$ cat src/hw/rtl/gww_pkg.sv
// Shared types, codes and character helpers for the caption word-wrap cell generator.
package gww_pkg;

   localparam int CHAR_W    = 16;
   localparam int ATTR_W    = 16;
   localparam int ACCEL_W   = 12;
   localparam int LINE_W    = 8;
   localparam int COL_W     = 5;
   localparam int REG_IDX_W = 3;

   // Character codes that steer the wrap
   localparam logic [CHAR_W-1:0] CHAR_CR    = 16'h000D;
   localparam logic [CHAR_W-1:0] CHAR_LF    = 16'h000A;
   localparam logic [CHAR_W-1:0] CHAR_SPACE = 16'h0020;

   // Highlight attribute: keep the background nibble, force bright foreground
   localparam logic [ATTR_W-1:0] ATTR_KEEP_MASK = 16'h00F0;
   localparam logic [ATTR_W-1:0] ATTR_HI_SET    = 16'h000F;

   // Alignment codes
   localparam logic [1:0] ALIGN_CENTER = 2'd1;
   localparam logic [1:0] ALIGN_RIGHT  = 2'd2;

   // Register indexes (byte address = 4 * index)
   localparam logic [REG_IDX_W-1:0] REG_LINE_WIDTH   = 3'd0;
   localparam logic [REG_IDX_W-1:0] REG_TEXT_ALIGN   = 3'd1;
   localparam logic [REG_IDX_W-1:0] REG_TEXT_ATTR    = 3'd2;
   localparam logic [REG_IDX_W-1:0] REG_ACCEL_ENABLE = 3'd3;
   localparam logic [REG_IDX_W-1:0] REG_ACCEL_POS    = 3'd4;

   // Register reset values
   localparam logic [5:0]         RST_LINE_WIDTH = 6'd32;
   localparam logic [ATTR_W-1:0]  RST_TEXT_ATTR  = 16'h0007;

   // Sequencer states
   typedef enum logic [3:0] {
      ST_IDLE,
      ST_CHECK,
      ST_SCAN_RD,
      ST_SCAN_USE,
      ST_EMIT_RD,
      ST_EMIT_USE,
      ST_SKIP_RD,
      ST_SKIP_USE,
      ST_DROP,
      ST_END,
      ST_FLUSH
   } gww_state_type;

   function automatic logic is_hard(input logic [CHAR_W-1:0] c);
      return (c == CHAR_CR) || (c == CHAR_LF);
   endfunction

   function automatic logic is_swallow(input logic [CHAR_W-1:0] c);
      return (c == CHAR_SPACE) || (c == CHAR_CR) || (c == CHAR_LF);
   endfunction

endpackage

$ cat src/hw/rtl/gww_line_buf.sv
// Circular line buffer: one write and one registered read per cycle, addressed from the head.
module gww_line_buf #(
   parameter int DEPTH = 32
) (
   input  logic                              clock,
   input  logic                              wr_en,
   input  logic [$clog2(DEPTH+1)-1:0]        wr_rel,
   input  logic [gww_pkg::CHAR_W-1:0]        wr_data,
   input  logic [((DEPTH > 1) ? $clog2(DEPTH) : 1)-1:0] head,
   input  logic [$clog2(DEPTH+1)-1:0]        rd_rel,
   output logic [gww_pkg::CHAR_W-1:0]        rd_data
);
   import gww_pkg::*;

   localparam int CW = $clog2(DEPTH + 1);
   localparam int AW = (DEPTH > 1) ? $clog2(DEPTH) : 1;
   localparam int SW = CW + 1;

   logic [CHAR_W-1:0] mem [DEPTH];
   logic [AW-1:0]     wr_addr;
   logic [AW-1:0]     rd_addr;

   // Head-relative index to physical entry, one wrap at most
   function automatic logic [AW-1:0] phys(input logic [AW-1:0] h, input logic [CW-1:0] rel);
      logic [SW-1:0] sum;
      sum = SW'(h) + SW'(rel);
      if (sum >= SW'(DEPTH)) begin
         sum = sum - SW'(DEPTH);
      end
      return AW'(sum);
   endfunction

   assign wr_addr = phys(head, wr_rel);
   assign rd_addr = phys(head, rd_rel);

   // Storage
   always_ff @(posedge clock) begin
      if (wr_en) begin
         mem[wr_addr] <= wr_data;
      end
      rd_data <= mem[rd_addr];
   end

endmodule

$ cat src/hw/rtl/greedy_word_wrap_cells.sv
// Top level of the caption word-wrap cell generator: registers, sequencer and result path.
//
// Caption characters enter one transfer at a time; the block buffers one display line
// and sends it out as text cells with aligned column, line index and attribute. While
// an item is being worked on req_stall stays high. A character that only joins the line
// passes accept, check, end test and flush. A line that is sent takes a read and a use
// step per cell. A break at the width adds a read and a use step per position of the
// backward space search, per swallowed blank after the cut and for the entry that ends
// that run when one is left, and a drop and a recheck, all set by the single read port
// of the line buffer that the sequencer walks one entry at a time. The last cell of an
// item leaves through a one-entry holding stage so run_last and caption_done are known
// when it is sent; an output register decouples rsp_stall from the sequencer.
module greedy_word_wrap_cells #(
   parameter int MAX_WIDTH   = 32,
   parameter int MAX_CAPTION = 4096
) (
   input  logic                          clock,
   input  logic                          reset,
   // caption characters
   input  logic                          req_valid,
   output logic                          req_stall,
   input  logic [gww_pkg::CHAR_W-1:0]    req_text_char,
   input  logic                          req_text_end,
   // text cells
   output logic                          rsp_valid,
   input  logic                          rsp_stall,
   output logic [gww_pkg::CHAR_W-1:0]    rsp_cell_char,
   output logic [gww_pkg::COL_W-1:0]     rsp_cell_column,
   output logic [gww_pkg::LINE_W-1:0]    rsp_cell_line,
   output logic [gww_pkg::ATTR_W-1:0]    rsp_cell_attr,
   output logic                          rsp_line_done,
   output logic                          rsp_caption_done,
   output logic                          rsp_run_last,
   // register port
   input  logic                          csr_psel,
   input  logic                          csr_penable,
   input  logic                          csr_pwrite,
   input  logic [4:0]                    csr_paddr,
   input  logic [31:0]                   csr_pwdata,
   output logic [31:0]                   csr_prdata,
   output logic                          csr_pready
);
   import gww_pkg::*;

   localparam int CW = $clog2(MAX_WIDTH + 1);
   localparam int AW = (MAX_WIDTH > 1) ? $clog2(MAX_WIDTH) : 1;
   localparam int SW = CW + 1;
   localparam int PW = $clog2(MAX_CAPTION);
   localparam int XW = (PW > ACCEL_W) ? PW : ACCEL_W;
   localparam logic [CW-1:0] WIDTH_MAX = CW'(MAX_WIDTH);
   localparam logic [PW-1:0] POS_LAST  = PW'(MAX_CAPTION - 1);

   // Configuration registers
   logic [5:0]         cfg_width_ff,  cfg_width_in;
   logic [1:0]         cfg_align_ff,  cfg_align_in;
   logic [ATTR_W-1:0]  cfg_attr_ff,   cfg_attr_in;
   logic               cfg_acc_en_ff, cfg_acc_en_in;
   logic [ACCEL_W-1:0] cfg_acc_pos_ff, cfg_acc_pos_in;

   // Sequencer and stream state
   gww_state_type      state_ff, state_in;
   logic [CHAR_W-1:0]  char_ff, char_in;
   logic               end_ff, end_in;
   logic [PW-1:0]      char_pos_ff, char_pos_in;
   logic [PW-1:0]      caption_pos_ff, caption_pos_in;
   logic [PW-1:0]      start_pos_ff, start_pos_in;
   logic [PW-1:0]      cur_pos_ff, cur_pos_in;
   logic [CW-1:0]      count_ff, count_in;
   logic [AW-1:0]      head_ff, head_in;
   logic               skipping_ff, skipping_in;
   logic [LINE_W-1:0]  line_num_ff, line_num_in;
   logic [CW-1:0]      idx_ff, idx_in;
   logic [CW-1:0]      len_ff, len_in;
   logic               brk_ff, brk_in;

   // Holding stage for the newest cell
   logic               pend_valid_ff, pend_valid_in;
   logic [CHAR_W-1:0]  pend_char_ff, pend_char_in;
   logic [COL_W-1:0]   pend_col_ff, pend_col_in;
   logic [LINE_W-1:0]  pend_line_ff, pend_line_in;
   logic [ATTR_W-1:0]  pend_attr_ff, pend_attr_in;
   logic               pend_ldone_ff, pend_ldone_in;

   // Output register
   logic               out_valid_ff, out_valid_in;
   logic [CHAR_W-1:0]  out_char_ff, out_char_in;
   logic [COL_W-1:0]   out_col_ff, out_col_in;
   logic [LINE_W-1:0]  out_line_ff, out_line_in;
   logic [ATTR_W-1:0]  out_attr_ff, out_attr_in;
   logic               out_ldone_ff, out_ldone_in;
   logic               out_cdone_ff, out_cdone_in;
   logic               out_last_ff, out_last_in;

   // Buffer port
   logic               wr_en;
   logic [CHAR_W-1:0]  rd_data;

   // Shared helpers
   logic [CW-1:0]      eff_w;
   logic               need_break;
   logic               char_swallow;
   logic               char_hard;
   logic               rd_swallow;
   logic               out_free;
   logic               can_push;
   logic [CW-1:0]      idx_inc;
   logic               last_cell;
   logic [PW-1:0]      cur_pos_inc;
   logic [PW-1:0]      caption_pos_inc;
   logic [CW-1:0]      len_gap;
   logic [CW-1:0]      col0;
   logic [COL_W-1:0]   cell_col;
   logic               accel_hit;
   logic [ATTR_W-1:0]  cell_attr;
   logic [SW-1:0]      head_sum;
   logic [AW-1:0]      head_wrap;
   logic [LINE_W-1:0]  line_inc;
   logic               cfg_wr;
   logic [REG_IDX_W-1:0] cfg_idx;

   gww_line_buf #(
      .DEPTH(MAX_WIDTH)
   ) u_line_buf (
      .clock  (clock),
      .wr_en  (wr_en),
      .wr_rel (count_ff),
      .wr_data(char_ff),
      .head   (head_ff),
      .rd_rel (idx_ff),
      .rd_data(rd_data)
   );

   // Register port
   assign csr_pready = 1'b1;
   assign cfg_wr     = csr_psel && csr_penable && csr_pwrite;
   assign cfg_idx    = csr_paddr[4:2];

   always_comb begin
      cfg_width_in   = cfg_width_ff;
      cfg_align_in   = cfg_align_ff;
      cfg_attr_in    = cfg_attr_ff;
      cfg_acc_en_in  = cfg_acc_en_ff;
      cfg_acc_pos_in = cfg_acc_pos_ff;
      if (cfg_wr) begin
         unique case (cfg_idx)
            REG_LINE_WIDTH:   cfg_width_in   = csr_pwdata[5:0];
            REG_TEXT_ALIGN:   cfg_align_in   = csr_pwdata[1:0];
            REG_TEXT_ATTR:    cfg_attr_in    = csr_pwdata[ATTR_W-1:0];
            REG_ACCEL_ENABLE: cfg_acc_en_in  = csr_pwdata[0];
            REG_ACCEL_POS:    cfg_acc_pos_in = csr_pwdata[ACCEL_W-1:0];
            default: ;
         endcase
      end
   end

   always_comb begin
      unique case (cfg_idx)
         REG_LINE_WIDTH:   csr_prdata = 32'(cfg_width_ff);
         REG_TEXT_ALIGN:   csr_prdata = 32'(cfg_align_ff);
         REG_TEXT_ATTR:    csr_prdata = 32'(cfg_attr_ff);
         REG_ACCEL_ENABLE: csr_prdata = 32'(cfg_acc_en_ff);
         REG_ACCEL_POS:    csr_prdata = 32'(cfg_acc_pos_ff);
         default:          csr_prdata = '0;
      endcase
   end

   // Effective width, clamped to 1..MAX_WIDTH
   always_comb begin
      if (cfg_width_ff == '0) begin
         eff_w = CW'(1);
      end else if (cfg_width_ff > 6'(MAX_WIDTH)) begin
         eff_w = WIDTH_MAX;
      end else begin
         eff_w = CW'(cfg_width_ff);
      end
   end

   assign need_break   = (count_ff != '0) && (count_ff >= eff_w);
   assign char_swallow = is_swallow(char_ff);
   assign char_hard    = is_hard(char_ff);
   assign rd_swallow   = is_swallow(rd_data);
   assign out_free     = !out_valid_ff || !rsp_stall;
   assign can_push     = !pend_valid_ff || out_free;
   assign idx_inc      = idx_ff + CW'(1);
   assign last_cell    = (idx_inc == len_ff);
   assign cur_pos_inc  = (cur_pos_ff == POS_LAST) ? '0 : cur_pos_ff + PW'(1);
   assign caption_pos_inc = (caption_pos_ff == POS_LAST) ? '0 : caption_pos_ff + PW'(1);
   assign line_inc     = (line_num_ff == '1) ? line_num_ff : line_num_ff + LINE_W'(1);

   // Column of the current cell
   assign len_gap = eff_w - len_ff;
   always_comb begin
      col0 = '0;
      if (len_ff <= eff_w) begin
         case (cfg_align_ff)
            ALIGN_RIGHT:  col0 = len_gap;
            ALIGN_CENTER: col0 = len_gap >> 1;
            default:      col0 = '0;
         endcase
      end
   end
   assign cell_col = COL_W'(col0 + idx_ff);

   // Accelerator highlight
   assign accel_hit = cfg_acc_en_ff && (XW'(cur_pos_ff) == XW'(cfg_acc_pos_ff));
   assign cell_attr = accel_hit ? ((cfg_attr_ff & ATTR_KEEP_MASK) | ATTR_HI_SET) : cfg_attr_ff;

   // Head after dropping idx entries
   always_comb begin
      head_sum = SW'(head_ff) + SW'(idx_ff);
      if (head_sum >= SW'(MAX_WIDTH)) begin
         head_wrap = AW'(head_sum - SW'(MAX_WIDTH));
      end else begin
         head_wrap = AW'(head_sum);
      end
   end

   // Next state
   always_comb begin
      state_in = state_ff;
      unique case (state_ff)
         ST_IDLE: begin
            if (req_valid) state_in = ST_CHECK;
         end
         ST_CHECK: begin
            if (need_break) begin
               state_in = (eff_w == CW'(1)) ? ST_EMIT_RD : ST_SCAN_RD;
            end else if (skipping_ff && char_swallow) begin
               state_in = ST_END;
            end else if (char_hard && (count_ff != '0)) begin
               state_in = ST_EMIT_RD;
            end else begin
               state_in = ST_END;
            end
         end
         ST_SCAN_RD:  state_in = ST_SCAN_USE;
         ST_SCAN_USE: begin
            if ((rd_data == CHAR_SPACE) || (idx_ff == CW'(1))) begin
               state_in = ST_EMIT_RD;
            end else begin
               state_in = ST_SCAN_RD;
            end
         end
         ST_EMIT_RD:  state_in = ST_EMIT_USE;
         ST_EMIT_USE: begin
            if (can_push) begin
               if (!last_cell) begin
                  state_in = ST_EMIT_RD;
               end else if (!brk_ff) begin
                  state_in = ST_END;
               end else if (len_ff < count_ff) begin
                  state_in = ST_SKIP_RD;
               end else begin
                  state_in = ST_DROP;
               end
            end
         end
         ST_SKIP_RD:  state_in = ST_SKIP_USE;
         ST_SKIP_USE: begin
            if (rd_swallow && (idx_inc < count_ff)) begin
               state_in = ST_SKIP_RD;
            end else begin
               state_in = ST_DROP;
            end
         end
         ST_DROP: state_in = ST_CHECK;
         ST_END: begin
            state_in = (end_ff && (count_ff != '0)) ? ST_EMIT_RD : ST_FLUSH;
         end
         ST_FLUSH: begin
            if (!pend_valid_ff || out_free) state_in = ST_IDLE;
         end
         default: state_in = ST_IDLE;
      endcase
   end

   // Datapath and outputs of the sequencer
   always_comb begin
      char_in        = char_ff;
      end_in         = end_ff;
      char_pos_in    = char_pos_ff;
      caption_pos_in = caption_pos_ff;
      start_pos_in   = start_pos_ff;
      cur_pos_in     = cur_pos_ff;
      count_in       = count_ff;
      head_in        = head_ff;
      skipping_in    = skipping_ff;
      line_num_in    = line_num_ff;
      idx_in         = idx_ff;
      len_in         = len_ff;
      brk_in         = brk_ff;
      wr_en          = 1'b0;
      pend_valid_in  = pend_valid_ff;
      pend_char_in   = pend_char_ff;
      pend_col_in    = pend_col_ff;
      pend_line_in   = pend_line_ff;
      pend_attr_in   = pend_attr_ff;
      pend_ldone_in  = pend_ldone_ff;
      out_valid_in   = out_valid_ff && rsp_stall;
      out_char_in    = out_char_ff;
      out_col_in     = out_col_ff;
      out_line_in    = out_line_ff;
      out_attr_in    = out_attr_ff;
      out_ldone_in   = out_ldone_ff;
      out_cdone_in   = out_cdone_ff;
      out_last_in    = out_last_ff;

      unique case (state_ff)
         ST_IDLE: begin
            if (req_valid) begin
               char_in        = req_text_char;
               end_in         = req_text_end;
               char_pos_in    = caption_pos_ff;
               caption_pos_in = caption_pos_inc;
            end
         end
         ST_CHECK: begin
            if (need_break) begin
               // Line full: search back for a space, or cut at the width
               cur_pos_in = start_pos_ff;
               brk_in     = 1'b1;
               if (eff_w == CW'(1)) begin
                  len_in = eff_w;
                  idx_in = '0;
               end else begin
                  idx_in = eff_w - CW'(1);
               end
            end else if (skipping_ff && char_swallow) begin
               // dropped blank after a break, a hard line end or at the caption start
            end else if (char_hard) begin
               skipping_in = 1'b1;
               if (count_ff != '0) begin
                  len_in     = count_ff;
                  idx_in     = '0;
                  cur_pos_in = start_pos_ff;
                  brk_in     = 1'b0;
               end
            end else if (count_ff < WIDTH_MAX) begin
               // Append to the line
               wr_en       = 1'b1;
               count_in    = count_ff + CW'(1);
               skipping_in = 1'b0;
               if (count_ff == '0) start_pos_in = char_pos_ff;
            end
         end
         ST_SCAN_USE: begin
            if (rd_data == CHAR_SPACE) begin
               len_in     = idx_ff;
               idx_in     = '0;
               cur_pos_in = start_pos_ff;
            end else if (idx_ff == CW'(1)) begin
               len_in     = eff_w;
               idx_in     = '0;
               cur_pos_in = start_pos_ff;
            end else begin
               idx_in = idx_ff - CW'(1);
            end
         end
         ST_EMIT_USE: begin
            if (can_push) begin
               // Older held cell moves to the output register
               if (pend_valid_ff) begin
                  out_valid_in = 1'b1;
                  out_char_in  = pend_char_ff;
                  out_col_in   = pend_col_ff;
                  out_line_in  = pend_line_ff;
                  out_attr_in  = pend_attr_ff;
                  out_ldone_in = pend_ldone_ff;
                  out_cdone_in = 1'b0;
                  out_last_in  = 1'b0;
               end
               pend_valid_in = 1'b1;
               pend_char_in  = rd_data;
               pend_col_in   = cell_col;
               pend_line_in  = line_num_ff;
               pend_attr_in  = cell_attr;
               pend_ldone_in = last_cell;
               cur_pos_in    = cur_pos_inc;
               idx_in        = idx_inc;
               if (last_cell) begin
                  line_num_in = line_inc;
                  if (!brk_ff) begin
                     count_in = '0;
                     head_in  = '0;
                  end
               end
            end
         end
         ST_SKIP_USE: begin
            if (rd_swallow) begin
               idx_in     = idx_inc;
               cur_pos_in = cur_pos_inc;
            end
         end
         ST_DROP: begin
            count_in     = count_ff - idx_ff;
            head_in      = head_wrap;
            start_pos_in = cur_pos_ff;
            skipping_in  = (count_ff == idx_ff);
         end
         ST_END: begin
            if (end_ff && (count_ff != '0)) begin
               len_in     = count_ff;
               idx_in     = '0;
               cur_pos_in = start_pos_ff;
               brk_in     = 1'b0;
            end
         end
         ST_FLUSH: begin
            if (!pend_valid_ff || out_free) begin
               if (pend_valid_ff) begin
                  out_valid_in = 1'b1;
                  out_char_in  = pend_char_ff;
                  out_col_in   = pend_col_ff;
                  out_line_in  = pend_line_ff;
                  out_attr_in  = pend_attr_ff;
                  out_ldone_in = pend_ldone_ff;
                  out_cdone_in = end_ff;
                  out_last_in  = 1'b1;
               end
               pend_valid_in = 1'b0;
               // Caption finished: stream state back to its start values
               if (end_ff) begin
                  count_in       = '0;
                  head_in        = '0;
                  start_pos_in   = '0;
                  caption_pos_in = '0;
                  skipping_in    = 1'b1;
                  line_num_in    = '0;
               end
            end
         end
         default: ;
      endcase
   end

   // Control registers
   always_ff @(posedge clock) begin
      if (reset) begin
         cfg_width_ff   <= RST_LINE_WIDTH;
         cfg_align_ff   <= '0;
         cfg_attr_ff    <= RST_TEXT_ATTR;
         cfg_acc_en_ff  <= 1'b0;
         cfg_acc_pos_ff <= '0;
         state_ff       <= ST_IDLE;
         caption_pos_ff <= '0;
         start_pos_ff   <= '0;
         count_ff       <= '0;
         head_ff        <= '0;
         skipping_ff    <= 1'b1;
         line_num_ff    <= '0;
         pend_valid_ff  <= 1'b0;
         out_valid_ff   <= 1'b0;
      end else begin
         cfg_width_ff   <= cfg_width_in;
         cfg_align_ff   <= cfg_align_in;
         cfg_attr_ff    <= cfg_attr_in;
         cfg_acc_en_ff  <= cfg_acc_en_in;
         cfg_acc_pos_ff <= cfg_acc_pos_in;
         state_ff       <= state_in;
         caption_pos_ff <= caption_pos_in;
         start_pos_ff   <= start_pos_in;
         count_ff       <= count_in;
         head_ff        <= head_in;
         skipping_ff    <= skipping_in;
         line_num_ff    <= line_num_in;
         pend_valid_ff  <= pend_valid_in;
         out_valid_ff   <= out_valid_in;
      end
   end

   // Payload registers
   always_ff @(posedge clock) begin
      char_ff       <= char_in;
      end_ff        <= end_in;
      char_pos_ff   <= char_pos_in;
      cur_pos_ff    <= cur_pos_in;
      idx_ff        <= idx_in;
      len_ff        <= len_in;
      brk_ff        <= brk_in;
      pend_char_ff  <= pend_char_in;
      pend_col_ff   <= pend_col_in;
      pend_line_ff  <= pend_line_in;
      pend_attr_ff  <= pend_attr_in;
      pend_ldone_ff <= pend_ldone_in;
      out_char_ff   <= out_char_in;
      out_col_ff    <= out_col_in;
      out_line_ff   <= out_line_in;
      out_attr_ff   <= out_attr_in;
      out_ldone_ff  <= out_ldone_in;
      out_cdone_ff  <= out_cdone_in;
      out_last_ff   <= out_last_in;
   end

   // Ports
   assign req_stall        = (state_ff != ST_IDLE);
   assign rsp_valid        = out_valid_ff;
   assign rsp_cell_char    = out_char_ff;
   assign rsp_cell_column  = out_col_ff;
   assign rsp_cell_line    = out_line_ff;
   assign rsp_cell_attr    = out_attr_ff;
   assign rsp_line_done    = out_ldone_ff;
   assign rsp_caption_done = out_cdone_ff;
   assign rsp_run_last     = out_last_ff;

endmodule

$ cat config.mk
export PLATFORM = sky130hd
export DESIGN_NAME = greedy_word_wrap_cells
export DESIGN_NICKNAME = d
export VERILOG_FILES = /design/src/hw/rtl/gww_pkg.sv /design/src/hw/rtl/gww_line_buf.sv /design/src/hw/rtl/greedy_word_wrap_cells.sv
export SDC_FILE = /design/constraint.sdc
export NUM_CORES = 1
export LEC_CHECK = 0
export BUFFER_PORTS_ARGS = -buffer_cell sky130_fd_sc_hd__buf_2
export CORE_MARGIN = 8
export CORE_UTILIZATION = 60
export CTS_BUF_LIST = sky130_fd_sc_hd__clkbuf_16
export DETAILED_ROUTE_END_ITERATION = 8
export HOLD_SLACK_MARGIN = 0.05
export PLACE_DENSITY_LB_ADDON = 0.15
export SLEW_MARGIN = 40
export SYNTH_ARGS = -nofsm -noshare
export SYNTH_HDL_FRONTEND = slang
export SYNTH_SLANG_ARGS = --single-unit
$ cat constraint.sdc
create_clock -name clock -period 4.7 [get_ports clock]
set_input_delay 0.235 -clock clock [delete_from_list [all_inputs] [get_ports clock]]
set_output_delay 0.235 -clock clock [all_outputs]
set_load 0.03 [all_outputs]
# After elaboration in Yosys (flattened, before gate mapping)

Memory sizes are Yosys's and may differ from the RTL's. A register that Yosys moved wholly into a read port is not among the register bits.
Cells that the tools add are included.

Muxes and demuxes: 120
Multipliers: 0
Divide/modulo/power cells: 0
Bitwise logic cells: 0
Add/sub/neg operators: 14
Equal/unequal tests: 52
Reductions and logical operators: 56
Order comparisons: 8
Shift-type cells: 0

Operators by type and width:

| operator                | number |
|---|---|
| $mux W12                | 19 |
| $mux W6                 | 29 |
| $pmux W16 S5            | 1 |
| $eq A16 B4 Y1 const B   | 4 |
| $pmux W12 S5            | 1 |
| $mux W5                 | 9 |
| $mux W4                 | 11 |
| $pmux W4 S11            | 1 |
| $mux W8                 | 5 |
| $pmux W12 S3            | 1 |
| $eq A16 B6 Y1 const B   | 2 |
| $ne A2 B2 Y1 const B    | 16 |
| $pmux W6 S5             | 1 |
| $mux W1                 | 29 |
| $add A12 B1 Y12 const B | 2 |
| $eq A12 B12 Y1 const B  | 2 |
| $pmux W12 S2            | 1 |
| $pmux W6 S4             | 1 |
| $ne A3 B3 Y1 const B    | 6 |
| $pmux W6 S3             | 1 |
| $reduce_and A6 Y1       | 3 |
| $eq A4 B3 Y1 const B    | 4 |
| $pmux W8 S2             | 1 |
| $reduce_and A8 Y1       | 2 |
| 48 further kinds        | 98 |

Register bits: 235
Bits in latches: 0
Output and inout port bits: 83
RAM bits: 512
Bits of input ports: 61
Bits in read-only memories: 0
Logic and storage cells: 285
Memories kept: 1

Memories:

| memory         | words | bits a word | read ports | clocked after Yosys merged registers in | wr ports | RTL line           | text |
|---|---|---|---|---|---|---|---|
| u_line_buf.mem | 32    | 16          | 1          | 1                                       | 1        | gww_line_buf.sv:19 | `logic [CHAR_W-1:0] mem [DEPTH];` |

# Depth between registers and ports, before layout

Gate-level depths: netlist of the first run.

Word-level depth: 9
Gate-level depth with buffers: 15
Gate-level depth less buffers: 15

# Cells and area by module

From an unflattened synthesis of the first run, not the netlist that was laid out.

Cells, all modules: 2468
Area, all modules: 33168.1 µm²

Modules (own cells, without submodules):

| module                 | cells each | times used | area an instance (µm²) |
|---|---|---|---|
| gww_line_buf           | 1348       | 1          | 21448.1 |
| greedy_word_wrap_cells | 1120       | 1          | 11720.0 |

# Worst setup path after synthesis of the first run

No wires, ideal clock.

Path type: reg2reg
Start point: register state_ff[0]
End point: register line_num_ff[3]
Cell stages (with the launch flop): 9
Slack: 717 ps
Setup time: 60 ps
Period minus slack after synthesis: 3983 ps
Arrival time: 3923 ps
Path through: dfxtp_1 -> nor2b_1 -> clkbuf_1 -> nand3_1 -> nor2_1 -> nand4_1 -> buf_2 -> a2111o_1 -> nand2_1

Word-level cells in the longest chain between the ends: 3

RTL lines:

| item                                                                       | RTL line                      | text |
|---|---|---|
| start, declared                                                            | greedy_word_wrap_cells.sv:61  | `gww_state_type state_ff, state_in;` |
| start signal, assigned                                                     | greedy_word_wrap_cells.sv:460 | `state_ff <= state_in;` |
| $eq A4 B3 Y1 / $eq A4 B4 Y1 (equally long branches)                        | greedy_word_wrap_cells.sv:308 | `unique case (state_ff)` |
| $ne A2 B2 Y1 (no source line) / $reduce_bool A2 Y1 (equally long branches) | --                            |  |
| $reduce_and A6 Y1 (no source line)                                         | --                            |  |
| end signal, assigned                                                       | greedy_word_wrap_cells.sv:466 | `line_num_ff <= line_num_in;` |
| end, declared                                                              | greedy_word_wrap_cells.sv:71  | `logic [LINE_W-1:0] line_num_ff, line_num_in;` |

Parallel ways exist; a longest one is shown, timed or not.
A chain may end at the register's enable or synchronous reset.

# Worst setup path in the final report of the first run

Start point: register cfg_width_ff[1]
End point: memory u_line_buf.mem[24][9] (enable)

Word-level cells in the longest chain between the ends: 9

RTL lines:

| item                              | RTL line                      | text |
|---|---|---|
| start, declared                   | greedy_word_wrap_cells.sv:54  | `logic [5:0] cfg_width_ff, cfg_width_in;` |
| start signal, assigned            | greedy_word_wrap_cells.sv:455 | `cfg_width_ff <= cfg_width_in;` |
| $gt A6 B6 Y1                      | greedy_word_wrap_cells.sv:171 | `end else if (cfg_width_ff > 6'(MAX_WIDTH)) begin` |
| $mux W6                           | greedy_word_wrap_cells.sv:171 |  |
| $mux W6 (*)                       | greedy_word_wrap_cells.sv:169 | `if (cfg_width_ff == '0) begin` |
| $ge A6 B6 Y1 (*)                  | greedy_word_wrap_cells.sv:178 | `assign need_break = (count_ff != '0) && (count_ff >= eff_w);` |
| $logic_and A1 B1 Y1 (*)           | greedy_word_wrap_cells.sv:178 |  |
| $mux W1 (*)                       | greedy_word_wrap_cells.sv:318 | `if (need_break) begin` |
| $mux W1 (*)                       | greedy_word_wrap_cells.sv:308 |  |
| $mux W1 (*)                       | gww_line_buf.sv:38            | `if (wr_en) begin` |
| $mux W1 (not written as such) (*) | gww_line_buf.sv:39            | `mem[wr_addr] <= wr_data;` |
| end, declared                     | gww_line_buf.sv:19            |  |

Every way passes the cells marked *; elsewhere a longest branch is shown, timed or not.

==> results of run 1 <==
-- routing by layer --
| metal | track usage | share of wire | wire, um | vias up |
|---|---|---|---|---|
| met5 | 0 | 0 | 0 | - |
| met1 | 0.329 | 0.40 | 28800 | 9137 |
| met2 | 0.388 | 0.49 | 35300 | 781 |
| met3 | 0.0310 | 0.072 | 5120 | 148 |
| met4 | 0.0793 | 0.030 | 2160 | 0 |
| li1 | - | - | - | 7994 |
-- registers in the layout (all words and copies together) (netlist names), 16 cells and up --
signal and flops:
pend_attr_ff 16, pend_char_ff 16, u_line_buf.rd_data 16, char_ff 16, rsp_cell_attr 16, u_line_buf.mem 512
cfg_attr_ff 16, rsp_cell_char 16
-- logic make-up after synthesis --
family | synth area share
AO/OA/AOI/OAI | 0.0503
AND/OR/NAND/NOR | 0.0719
multiplexers | 0.121
other | 0.000237
buffers and inverters | 0.0204
XOR/XNOR | 0.0204
flip-flops | 0.692
adder cells (fa/ha/maj) | 0.0241
-- how the worst max path moves through the flow --
stage	end	startpoint	cells past startpoint	slack, ns
6_report	u_line_buf.mem[24][9]	cfg_width_ff[1]	13	0.83
5_1_grt	u_line_buf.mem[12][10]	cfg_width_ff[5]	12	0.70
4_1_cts	u_line_buf.mem[24][12]	cfg_width_ff[1]	13	0.91
3_5_place_dp	u_line_buf.mem[12][3]	cfg_width_ff[1]	12	0.95
3_3_place_gp	u_line_buf.mem[28][11]	cfg_width_ff[1]	13	0.92
2_1_floorplan	line_num_ff[3]	state_ff[0]	8	0.72
-- area by class of cell --
type | instances | area share
sequential | 763 | 0.607
multi-input combinational | 1046 | 0.257
clock buffer | 79 | 0.0548
timing repair buffer | 226 | 0.0433
tap | 688 | 0.0239
clock inverter | 62 | 0.00986
inverter | 41 | 0.00427
antenna | 2 | 0.000139
-- stage by stage --
| step | setup WS [ns] | hold WS, ns | instances | power, W | instance area [um2] |
|---|---|---|---|---|---|
| after floorplan | 0.717 | 0.334 | 1953 | 0.00894 | 31700 |
| after global placement | 0.918 | 0.400 | 2730 | 0.00947 | 33400 |
| after detailed placement | 0.948 | 0.405 | 2730 | 0.00951 | 33400 |
| after CTS | 0.914 | 0.0613 | 2905 | 0.0151 | 36000 |
| after global routing | 0.703 | 0.0974 | 2905 | 0.0155 | 36000 |
| final | 0.833 | 0.0960 | 2907 | 0.0151 | 36100 |
-- worst max-delay path, cell delays in order (launching register included) --
cell and delay, ns:
dfxtp_1 0.37, nor4_1 0.27, o21ai_0 0.12, buf_4 0.17, inv_1 0.15, ha_1 0.27
nor2_1 0.10, a21oi_1 0.09, o22ai_1 0.38, o21ai_0 0.30, or4_1 0.66, buf_4 0.25
nor2_2 0.11, buf_4 0.28
-- synthesized netlist by cell type, types with 5 or more instances --
library cell | number | area, um2
nor2_1 | 114 | 428
dfxtp_1 | 103 | 2060
or2_2 | 8 | 50.1
a31oi_1 | 8 | 50.1
buf_4 | 19 | 143
or3_1 | 13 | 81.3
inv_1 | 39 | 146
xor2_1 | 30 | 263
mux4_2 | 161 | 3630
a22oi_1 | 24 | 180
nor3_1 | 21 | 105
fa_1 | 5 | 100
edfxtp_1 | 660 | 19800
clkbuf_1 | 61 | 229
buf_2 | 21 | 105
nand3b_1 | 5 | 37.5
nand2_1 | 183 | 687
and2_1 | 11 | 68.8
nor2b_1 | 23 | 144
o21ai_0 | 44 | 220
a21oi_1 | 62 | 310
nor3b_1 | 5 | 37.5
o211ai_1 | 6 | 45.0
ha_1 | 53 | 663
xnor2_1 | 38 | 333
a211oi_1 | 20 | 150
nand4_1 | 13 | 81.3
mux2i_1 | 19 | 190
nand3_1 | 43 | 215
a221o_1 | 5 | 50.1
and3_1 | 9 | 56.3
nor4_1 | 14 | 87.6
a21o_1 | 11 | 82.6
-- power by group through the flow --
stage | Combinational (W) | Clock, W | Sequential [W]
2_1_floorplan | 0.00110 | 0 | 0.00785
5_1_grt | 0.00179 | 0.00598 | 0.00775
3_5_place_dp | 0.00164 | 0 | 0.00788
6_report | 0.00167 | 0.00565 | 0.00774
4_1_cts | 0.00166 | 0.00573 | 0.00773
3_3_place_gp | 0.00161 | 0 | 0.00787
-- what timing repair did --
action                                 4_1_cts  5_1_grt
resized for setup                            0        0
setup endpoints to repair                    0        0
endpoints found under the hold margin       55        0
hold buffers                                34        0
==> results.yml, run 1 <==
run_status:
  status: "finished, final reports clean"
floorplanning:
  die_y_um: 246
  dieArea_um2: 60300
  pin_count: 144
  initial_core_util: 0.605
  core_area_um2: 52300
  die_w_um: 246
  rows: 84
critical_path:
  cp.required_ns: 4.98
  rrSetupSlack_ns: 0.83
  cp_max_fo: 16
  timing.rr.end: "u_line_buf.mem[24][9]"
  r2r_start: "cfg_width_ff[1]"
  crit_path_end_kind: "flop"
  setup.worst_path.class: "flop to flop"
  arrival_ns: 4.15
  worstRegToRegCells: 13
  worstSetupStartpointType: "flop"
worst_hold_path:
  hp-class: "input pin to flop"
  worstHoldPathCells: 3
  min_to: "state_ff[2]"
  hold_start: "req_valid"
clock_network:
  cts_setup_buffers: 0
  htree_levels: 3
  cts_tree: "done"
  cts_root_buffer: "clkbuf_16"
  numCtsBuffers: 76
  cts_max_path_buffers: 3
  clk_latency_ns: 0.61
  clk_pin_slew_ns: 0.06
  clkSinkCount: 763
yosys:
  ys_async_sr_fraction: 0
  netlist-cell-type-count: 79
  synth_warnings: 0
  yosysSeqAreaShare: 0.692
  syn_avg_cell_area_um2: 16.3
  synthesis.area_um2: 31600
  synth-main-ff-cell: "edfxtp_1"
  synth_cells: 1938
  synth_edf_count: 660
  ys_ff_latch: 763
pwr:
  p_int_w: 0.0115
  seq_power_share: 0.514
  power.switching_w: 0.00360
  comb_power_share: 0.111
  power_leakage_nw: 12.4
  peakVddDrop_uv: 316
  p_sw_frac: 0.239
  clock_power_share: 0.375
  p_per_area_nw_per_um2: 418
sta:
  setup_violations: 0
  fin_tns_setup_ns: 0
  grt_setup_unrepaired: "no"
  period_share: 0.823
  worst_pin_slew_ns: 0.874
  fin_crit_ns: 3.87
  hold_viol_final: 0
  timing.fmax_ghz: 0.259
  fin_skew_ns: 0.0193
  slew_violations: 0
  max-slew-margin-rel: 0.413
route:
  drt-initial-drc-count: 1782
  drc_errors: 0
  drt-total-wl_um: 71400
  first_pass_iters: 5
  drtAntennaViolNets: 0
  avgViaCountPerCell: 6.21
  num_vias: 18100
  post_drt_wl_per_cell_um: 24.6
job:
  maxCapViolCount: 0
layout:
  drive_above_1_share: 0.224
  multi_input_area_um2: 9260
  layout.cells.most_common: "edfxtp_1"
  final_cell_mix: "660 x edfxtp_1, 183 x nand2_1, 161 x mux4_2"
  fillCellCount: 3385
  fin_util: 0.689
  final_net_count: 2273
  syn_to_final_growth_pct: 14.0
  seq_area_um2: 21900
grt:
  grt-ovfl-total: 0
  grt_pass1_wl_um: 109000
  grtUsageTotal: 0.236
  antenna_found_initial: 0
  grt_max_degree: 66
  grt_pass1_vias: 18000
place:
  dp_hpwl_um: 46200
  portBuffers: 108
  place.gp.congestion: 0.925
(Power assumes the default switching activity.)
==> inputs of run 2 (changes only) <==
==> constraint.sdc (replaced) <==
create_clock -name clock -period 3.9 [get_ports clock]
set_input_delay 0.195 -clock clock [delete_from_list [all_inputs] [get_ports clock]]
set_output_delay 0.195 -clock clock [all_outputs]
set_load 0.03 [all_outputs]
==> results.yml, run 2 (synthesized netlist as in run 1, its figures left out) <==
sta:
  timing.fmax_ghz: 0.285
  slew_violations: 0
  fin_crit_ns: 3.51
  grt_setup_unrepaired: "no"
  period_share: 0.899
  setup_violations: 0
  layout_setup_ws_ns: 0.395
  max-slew-margin-rel: 0.447
  fin_tns_setup_ns: 0
  worst_pin_slew_ns: 0.829
  fin_skew_ns: 0.0178
  hold_viol_final: 0
pwr:
  power_leakage_nw: 12.6
  peakVddDrop_uv: 398
  p_per_area_nw_per_um2: 503
grt:
  grt_pass1_wl_um: 109000
  use_met1: 0.323
  grt-ovfl-total: 0
  grt_max_degree: 65
  use_met3: 0.0396
  grtUsageTotal: 0.238
  grt_pass1_vias: 18000
  antenna_found_initial: 0
  grtUsageMet2: 0.389
  grt.busiest_layer: "met2"
critical_path:
  timing.rr.end: "pend_col_ff[4]"
  worstRegToRegCells: 15
  r2r_start: "cfg_width_ff[1]"
  rrSetupSlack_ns: 0.39
  crit_path_end_kind: "flop"
  setup.worst_path.class: "flop to flop"
  cp.required_ns: 4.26
  cp_max_fo: 5
  worstSetupStartpointType: "flop"
  arrival_ns: 3.87
job:
  maxCapViolCount: 0
route:
  first_pass_iters: 6
  drtAntennaViolNets: 0
  post_drt_wl_per_cell_um: 24.8
  num_vias: 18100
  drt-total-wl_um: 72200
  drc_errors: 0
  avgViaCountPerCell: 6.19
  drt-initial-drc-count: 1617
clock_network:
  clkSinkCount: 763
  cts_setup_buffers: 0
  hold_buffers: 35
  htree_levels: 3
  cts_tree: "done"
  cts_root_buffer: "clkbuf_16"
  numCtsBuffers: 76
  clk_pin_slew_ns: 0.06
  cts_max_path_buffers: 3
  cts_resized: 0
  clk_latency_ns: 0.62
layout:
  layout.cells.non_filler: 2917
  drive_above_1_share: 0.223
  final_net_count: 2288
  fin_util: 0.692
  syn_to_final_growth_pct: 14.5
  final_cell_mix: "660 x edfxtp_1, 183 x nand2_1, 161 x mux4_2"
  largest_reg_flops: 512
  layout.cells.most_common: "edfxtp_1"
  antenna-diode-count: 0
  top_register: "u_line_buf.mem"
place:
  placed_cells: 2744
  dp_hpwl_um: 47700
  portBuffers: 108
  place.gp.congestion: 0.901
  place_ws_ns: 0.405
worst_hold_path:
  worstHoldPathCells: 4
  min_to: "cfg_acc_en_ff"
  hold_start: "csr_paddr[2]"
  hp-class: "input pin to flop"
run_status:
  status: "finished, final reports clean"
floorplanning:
  dieArea_um2: 60300
  pin_count: 144
  core_area_um2: 52300
  die_y_um: 246
  initial_core_util: 0.605
  rows: 84
  die_w_um: 246
-- run 2: worst max-delay path, stage by stage (launching register included) --
cell	delay [ns]
dfxtp_1	0.36
nor4_1	0.27
o21ai_0	0.11
buf_4	0.18
ha_1	0.21
fa_1	0.45
a21boi_0	0.19
o211ai_1	0.10
a311o_1	0.35
a21oi_1	0.17
ha_1	0.21
fa_1	0.21
a21o_1	0.12
a21oi_1	0.07
xnor2_1	0.18
xnor2_1	0.09
-- run 2: per-stage QoR --
step | hold slack, ns | area [um2] | power (W)
floorplan | 0.294 | 31700 | 0.0108
global placement | 0.373 | 33500 | 0.0114
detailed placement | 0.374 | 33500 | 0.0115
CTS | 0.110 | 36200 | 0.0183
global route | 0.186 | 36200 | 0.0188
finish | 0.139 | 36200 | 0.0182
-- run 2: report_power, final --
part | switching (W) | internal (W) | total, W
clock network | 0.00298 | 0.00385 | 0.00684
logic | 0.00120 | 0.000876 | 0.00207
registers | 0.000163 | 0.00914 | 0.00930
-- run 2: worst max-delay path by stage --
stage                    startpoint                     to  cells after the start
floorplan           cfg_width_ff[3]  u_line_buf.mem[24][0]                     11
global placement    cfg_width_ff[1]         pend_col_ff[4]                     15
detailed placement  cfg_width_ff[1]         pend_col_ff[4]                     15
CTS                 cfg_width_ff[1]         pend_col_ff[4]                     15
global route        cfg_width_ff[1]         pend_col_ff[4]                     15
finish              cfg_width_ff[1]         pend_col_ff[4]                     15
-- run 2: area by class of cell --
cell class | instances | area (um2)
Timing Repair Buffer | 241 | 1750
Tap cell | 688 | 861
Fill cell | 3355 | 16100
Inverter | 41 | 154
Multi-Input combinational cell | 1046 | 9250
Sequential cell | 763 | 21900
Clock buffer | 77 | 1930
Clock inverter | 61 | 392
-- run 2: layer usage --
metal	wire length, um	vias to the layer above
met5	0	-
met4	2310	0
met3	5360	146
met2	35800	746
met1	28800	9149
li1	-	8023
